**config.mk**
```make
export PLATFORM = sky130hd
export DESIGN_NAME = rrtne_ctrl
export DESIGN_NICKNAME = d
export VERILOG_FILES = /design/src/sv/rrtne_pkg.sv /design/src/sv/rrtne_ctrl.sv
export SDC_FILE = /design/constraint.sdc
export NUM_CORES = 1
export LEC_CHECK = 0
export BUFFER_PORTS_ARGS = -buffer_cell sky130_fd_sc_hd__buf_2
export CORE_MARGIN = 8
export CORE_UTILIZATION = 35
export DETAILED_ROUTE_END_ITERATION = 8
export PLACE_DENSITY = 0.66
export SETUP_SLACK_MARGIN = 0.4
export SLEW_MARGIN = 20
export SYNTH_ARGS = -nofsm -noshare
export SYNTH_HDL_FRONTEND = slang
export SYNTH_SLANG_ARGS = --single-unit
export TNS_END_PERCENT = 1
```
**constraint.sdc**
```tcl
create_clock -name i_clk -period 3.71 [get_ports i_clk]
set_input_delay 0.5565 -clock i_clk [delete_from_list [all_inputs] [get_ports i_clk]]
set_output_delay 0.5565 -clock i_clk [all_outputs]
set_load 0.02 [all_outputs]
```
**src/sv/rrtne_pkg.sv**
```systemverilog
// Shared types, constants and helpers for the tree extend engine.
package rrtne_pkg;

    localparam int CW            = 16;
    localparam int STEPW         = 8;
    localparam int THRW          = 12;
    localparam int PARW          = 10;
    localparam int CNTW          = 11;
    localparam int REQW          = 2;
    localparam int CFG_IDXW      = 3;
    localparam int CFG_DW        = 16;
    localparam int SW            = 2 * CW + 2;
    localparam int RW            = CW + 1;

    localparam int DEF_MAX_NODES = 1024;
    localparam int DEF_FRAC_BITS = 4;

    localparam logic [CW-1:0]    RST_START_X = 16'd3200;
    localparam logic [CW-1:0]    RST_START_Y = 16'd3200;
    localparam logic [CW-1:0]    RST_GOAL_X  = 16'd0;
    localparam logic [CW-1:0]    RST_GOAL_Y  = 16'd0;
    localparam logic [STEPW-1:0] RST_STEP    = 8'd5;
    localparam logic [THRW-1:0]  RST_THR     = 12'd10;

    typedef enum logic [REQW-1:0] {
        REQ_EXTEND = 2'd0,
        REQ_COMMIT = 2'd1,
        REQ_CLEAR  = 2'd2,
        REQ_NONE   = 2'd3
    } t_req;

    typedef enum logic [1:0] {
        ST_OK    = 2'd0,
        ST_FULL  = 2'd1,
        ST_EMPTY = 2'd2
    } t_status;

    typedef enum logic [CFG_IDXW-1:0] {
        CFG_START_X = 3'd0,
        CFG_START_Y = 3'd1,
        CFG_GOAL_X  = 3'd2,
        CFG_GOAL_Y  = 3'd3,
        CFG_STEP    = 3'd4,
        CFG_REACH   = 3'd5
    } t_cfg_idx;

    typedef enum logic [2:0] {
        RES_EXTEND,
        RES_COMMIT,
        RES_FULL,
        RES_EMPTY,
        RES_CLEAR,
        RES_NONE
    } t_res;

    typedef enum logic [2:0] {
        S_IDLE,
        S_SCAN,
        S_WSQRT,
        S_DIVX,
        S_DIVY,
        S_GSQRT,
        S_EMIT
    } t_state;

    typedef struct packed {
        logic load_req;
        logic scan_start;
        logic scan_run;
        logic sqrt_run;
        logic lim_load;
        logic div_load_x;
        logic div_load_y;
        logic div_run;
        logic cand_x_load;
        logic cand_y_load;
        logic cand_node;
        logic commit_write;
        logic clear_tree;
        logic res_load;
        t_res res_kind;
    } t_cmd;

    typedef struct packed {
        logic held_valid;
        logic table_full;
        logic win;
        logic scan_done;
        logic sqrt_done;
        logic div_done;
        logic n_zero;
    } t_sts;

    function automatic logic [CW-1:0] abs_diff(input logic [CW-1:0] a, input logic [CW-1:0] b);
        abs_diff = (a > b) ? (a - b) : (b - a);
    endfunction

endpackage

```
**src/sv/rrtne_ctrl.sv**
```systemverilog
// Request sequencer: decodes beats and steps the datapath through scan, root and divide.
module rrtne_ctrl (
    input  logic                   i_clk,
    input  logic                   i_rst_n,
    input  logic                   i_in_valid,
    input  logic [rrtne_pkg::REQW-1:0] i_req_type,
    output logic                   o_in_ready,
    output logic                   o_out_valid,
    input  logic                   i_out_ready,
    output rrtne_pkg::t_cmd        o_cmd,
    input  rrtne_pkg::t_sts        i_sts
);
    import rrtne_pkg::*;

    t_state r_state, n_state;
    t_res   r_kind, n_kind;
    logic   r_out_valid, n_out_valid;

    always_ff @(posedge i_clk) begin
        if (!i_rst_n) begin
            r_state     <= S_IDLE;
            r_kind      <= RES_NONE;
            r_out_valid <= 1'b0;
        end else begin
            r_state     <= n_state;
            r_kind      <= n_kind;
            r_out_valid <= n_out_valid;
        end
    end

    always_comb begin
        n_state        = r_state;
        n_kind         = r_kind;
        n_out_valid    = r_out_valid && !i_out_ready;
        o_cmd          = '0;
        o_cmd.res_kind = r_kind;
        o_in_ready     = (r_state == S_IDLE);
        case (r_state)
            S_IDLE: begin
                if (i_in_valid) begin
                    o_cmd.load_req = 1'b1;
                    case (t_req'(i_req_type))
                        REQ_EXTEND: begin
                            o_cmd.scan_start = 1'b1;
                            n_kind           = RES_EXTEND;
                            n_state          = S_SCAN;
                        end
                        REQ_COMMIT: begin
                            if (!i_sts.held_valid) begin
                                n_kind  = RES_EMPTY;
                                n_state = S_EMIT;
                            end else if (i_sts.table_full) begin
                                n_kind  = RES_FULL;
                                n_state = S_EMIT;
                            end else begin
                                o_cmd.commit_write = 1'b1;
                                n_kind             = RES_COMMIT;
                                n_state            = S_GSQRT;
                            end
                        end
                        REQ_CLEAR: begin
                            o_cmd.clear_tree = 1'b1;
                            n_kind           = RES_CLEAR;
                            n_state          = S_EMIT;
                        end
                        default: begin
                            n_kind  = RES_NONE;
                            n_state = S_EMIT;
                        end
                    endcase
                end
            end
            S_SCAN: begin
                o_cmd.scan_run = 1'b1;
                if (i_sts.win) begin
                    n_state = S_WSQRT;
                end else if (i_sts.scan_done) begin
                    if (i_sts.n_zero) begin
                        o_cmd.cand_node = 1'b1;
                        n_state         = S_EMIT;
                    end else begin
                        o_cmd.div_load_x = 1'b1;
                        n_state          = S_DIVX;
                    end
                end
            end
            S_WSQRT: begin
                o_cmd.sqrt_run = 1'b1;
                if (i_sts.sqrt_done) begin
                    o_cmd.lim_load = 1'b1;
                    n_state        = S_SCAN;
                end
            end
            S_DIVX: begin
                o_cmd.div_run = 1'b1;
                if (i_sts.div_done) begin
                    o_cmd.cand_x_load = 1'b1;
                    o_cmd.div_load_y  = 1'b1;
                    n_state           = S_DIVY;
                end
            end
            S_DIVY: begin
                o_cmd.div_run = 1'b1;
                if (i_sts.div_done) begin
                    o_cmd.cand_y_load = 1'b1;
                    n_state           = S_EMIT;
                end
            end
            S_GSQRT: begin
                o_cmd.sqrt_run = 1'b1;
                if (i_sts.sqrt_done) begin
                    n_state = S_EMIT;
                end
            end
            S_EMIT: begin
                if (!r_out_valid || i_out_ready) begin
                    o_cmd.res_load = 1'b1;
                    n_out_valid    = 1'b1;
                    n_state        = S_IDLE;
                end
            end
            default: n_state = S_IDLE;
        endcase
    end

    assign o_out_valid = r_out_valid;

endmodule

```
==> flow_summary_export.csv <==
group,metric,value,unit
critical_path,worstPathCellList,"nor3_4 -> nand2_4 -> nor4b_1 -> buf_2",
grt,grt.total_usage,9.44,%
critical_path,path_class,"reg -> out",
power_and_ir_drop,p_leak,0.372,nW
cts,post-cts-setup-buffers,0,
critical_path,ff2ff_setup_slack,2.23,ns
detailed_routing,first_pass_iters,4,
critical_path,path_delay_family,"simple AND/OR/NAND/NOR gates",
critical_path,r2r-end,"r_kind[1]",
die,design.core.area,1650,sq um
critical_path,cp-end-kind,"output port",
placement,dp_hpwl,1.25,mm
synthesis,synth_cells,80,
timing,hold_viol,0,
die,die_w,57.2,um
placement,placement.io_buffers,31,
critical_path,reg2regPathDepth,4,
cts,clock_path_buffers,2,
power_and_ir_drop,power.density,672,nW/um^2
cts,cts-hold-fix-buffers,0,
placement,gp_congestion,0.709,
die,ioPinCount,32,
critical_path,worstPathArrival,1.63,ns
grt,met1_usage,11.1,%
critical_path,worstPathRequired,3.15,ns
power_and_ir_drop,switchingPower,0.000254,W
synthesis,synth_area_leader_cell,"dfxtp_1",
cells_and_area,fillers,189,
cts,root_buffer,"clkbuf_4",
cts,insertion_delay,0.24,ns
synthesis,ys_types,33,
run_status,status,"completed",
power_and_ir_drop,seqPwrFrac,31.1,%
run,maxCapViolCount,0,
grt,grt_pass1_wl,2.61,mm
synthesis,synth-seq-area-share,23.6,%
grt,grt-busiest-layer,"met2",
timing,skew,0.00325,ns
detailed_routing,drtIter0Drc,9,
synthesis,netlist.area_leader.share,23.6,%
timing,rsz0062_at_grt,"false",
grt,antenna_found_initial,0,
critical_path,path_buf_inv,1,
critical_path,slowest_delay,0.49,ns
cts,ctsHtreeMaxLevel,1,
timing,relSlewSlack,61.0,%
grt,met2_usage,14.6,%
synthesis,synth_fp_nets,93,
critical_path,crit_slowest_cell,"dfxtp_1",
synthesis,synth.area.top_cells,"dfxtp_1 24%, nand2_1 7.0%, nand2b_1 6.3%",
grt,gr-total-overflow,0,
synthesis,syn_area,593,sq um
grt,grt_pass1_vias,642,
timing,slew_viol_final,0,
timing,timing.final.setup_violations,0,
critical_path,reg2reg_from,"r_state[1]",
die,die_area,3270,sq um
die,initial_core_util,35.9,%
cts,cts_tree,"built",
grt,grt_max_degree,21,
min_path,hold_path_class,"reg -> reg",
timing,finalCritPeriodShare,59.0,%
die,die_h,57.2,um
timing,tns,0,ns
power_and_ir_drop,ir_worst_vdd,0.305,mV
timing,worst_pin_slew,0.585,ns
power_and_ir_drop,comb_power_share,56.0,%
cells_and_area,diodes,0,
timing,period_minus_slack,2.19,ns
grt,grt_use_met3,3.33,%
cts,numCtsBuffers,3,
critical_path,startpoint_type,"register",
timing,whs,0.448,ns
detailed_routing,vias_per_cell,5.24,
die,rows,15,
cells_and_area,nets,124,
cts,clk_pin_slew,0.05,ns
timing,fmax,457,MHz
synthesis,ys_ff_latch,7,
power_and_ir_drop,switching_share,49.3,%
detailed_routing,ant_nets,0,
cells_and_area,syn_to_final_growth,29.3,%
min_path,hold_start,"r_kind[1]",
synthesis,syn_area_per_cell,7.41,sq um
cts,cts_resized,0,
critical_path,worstSetupStartpoint,"r_state[1]",
detailed_routing,vias,665,
power_and_ir_drop,clkPwrFrac,12.9,%
cells_and_area,drive_above_1_share,32.7,%
detailed_routing,routed_wl,1.53,mm
synthesis,yosysWarnings,0,
min_path,hold_end,"r_kind[1]",
detailed_routing,drcViolationCount,0,
detailed_routing,wl_per_cell,12.1,um
critical_path,cp_max_fo,20,
power_and_ir_drop,p_int,0.000261,W
min_path,holdPathStages,2,
cts,cts_sinks,7,
worst max-delay path by stage:
| stage | slack [ns] | endpoint | cells after the start |
|---|---|---|---|
| after floorplan | 1.56 | o_cmd[5] | 3 |
| after global placement | 1.79 | o_cmd[5] | 4 |
| after detailed placement | 1.77 | o_cmd[5] | 4 |
| after CTS | 1.50 | o_cmd[5] | 4 |
| after global routing | 1.36 | o_cmd[5] | 4 |
| final | 1.52 | o_cmd[5] | 4 |
sequential cells by signal, indices dropped and copies added, names as in the netlist:
name / count
r_state: 3
o_out_valid: 1
r_kind: 3
synthesized netlist by cell type:
master,n
o21a_1,1
buf_4,2
and4b_1,1
nand3b_1,1
nand2_1,11
a21boi_0,1
and3b_1,1
dfxtp_1,7
or3_1,1
buf_2,2
nand2b_1,6
mux2i_1,2
nor4b_1,1
nor3_1,3
a41oi_1,1
o21ai_0,6
nand4b_1,2
nor3b_1,2
nor4bb_1,1
nor3_4,1
a21oi_1,3
a22oi_1,2
a2111o_1,1
nor2b_1,5
o211ai_1,2
o22ai_1,1
o21ai_1,1
nand2_4,1
nor2_1,6
inv_1,1
a21boi_1,1
clkbuf_1,1
and3_1,2
final cells by class:
cell class / count / area [sq um] / area share [%]
multi-input cells: 67 / 420 / 54.8
repair buffers: 31 / 155 / 20.2
flip-flops and latches: 7 / 140 / 18.3
clock buffers: 4 / 26.3 / 3.43
well taps: 17 / 21.3 / 2.77
inverters: 1 / 3.75 / 0.489
stage by stage:
step | utilization (%) | cells | power, W | worst slack, ns | instance area, sq um
2_1_floorplan | - | 80 | 0.000378 | 1.56 | 593
3_3_place_gp | 44.8 | 123 | 0.000450 | 1.79 | 741
3_5_place_dp | 44.8 | 123 | 0.000454 | 1.77 | 741
4_1_cts | 46.4 | 127 | 0.000524 | 1.50 | 767
5_1_grt | 46.4 | 127 | 0.000563 | 1.36 | 767
6_report | 46.4 | 127 | 0.000515 | 1.52 | 767
worst min-delay path, cell delays in order (launching register included):
cell and delay, ns:
dfxtp_1 0.30, nand2_1 0.05, a21boi_1 0.05
power groups by stage:
stage                     registers, W  logic (W)  clock network, W
after floorplan               0.000130   0.000248                 0
after global placement        0.000159   0.000290                 0
after detailed placement      0.000161   0.000293                 0
after CTS                     0.000159   0.000294         0.0000708
after global routing          0.000169   0.000320         0.0000748
final                         0.000160   0.000289         0.0000664
routing by layer:
metal	vias up	share of wire (%)	wire, um
li1	348	-	-
met1	290	47	726
met2	25	44	672
met3	2	7.8	120
met4	0	0.78	12
met5	-	0	0
placed cells by master, fill, tap and decap left out, types with 2 or more instances in the layout:
master / n
a22oi_1: 2
mux2i_1: 2
nand4b_1: 2
dfxtp_1: 7
clkbuf_4: 3
nor3b_1: 2
nor2_1: 6
nor2b_1: 5
nand2_1: 11
o211ai_1: 2
o21ai_0: 6
a21oi_1: 3
buf_2: 31
and3_1: 2
nand2b_1: 6
nor3_1: 3
cells by family after synthesis:
| kind of cell | share of synthesized area, % |
|---|---|
| mux | 3.38 |
| buf+inv | 5.48 |
| simple gates | 45.8 |
| flops | 23.6 |
| compound gates | 21.7 |
Note: power is estimated with default switching activity, not from simulation.
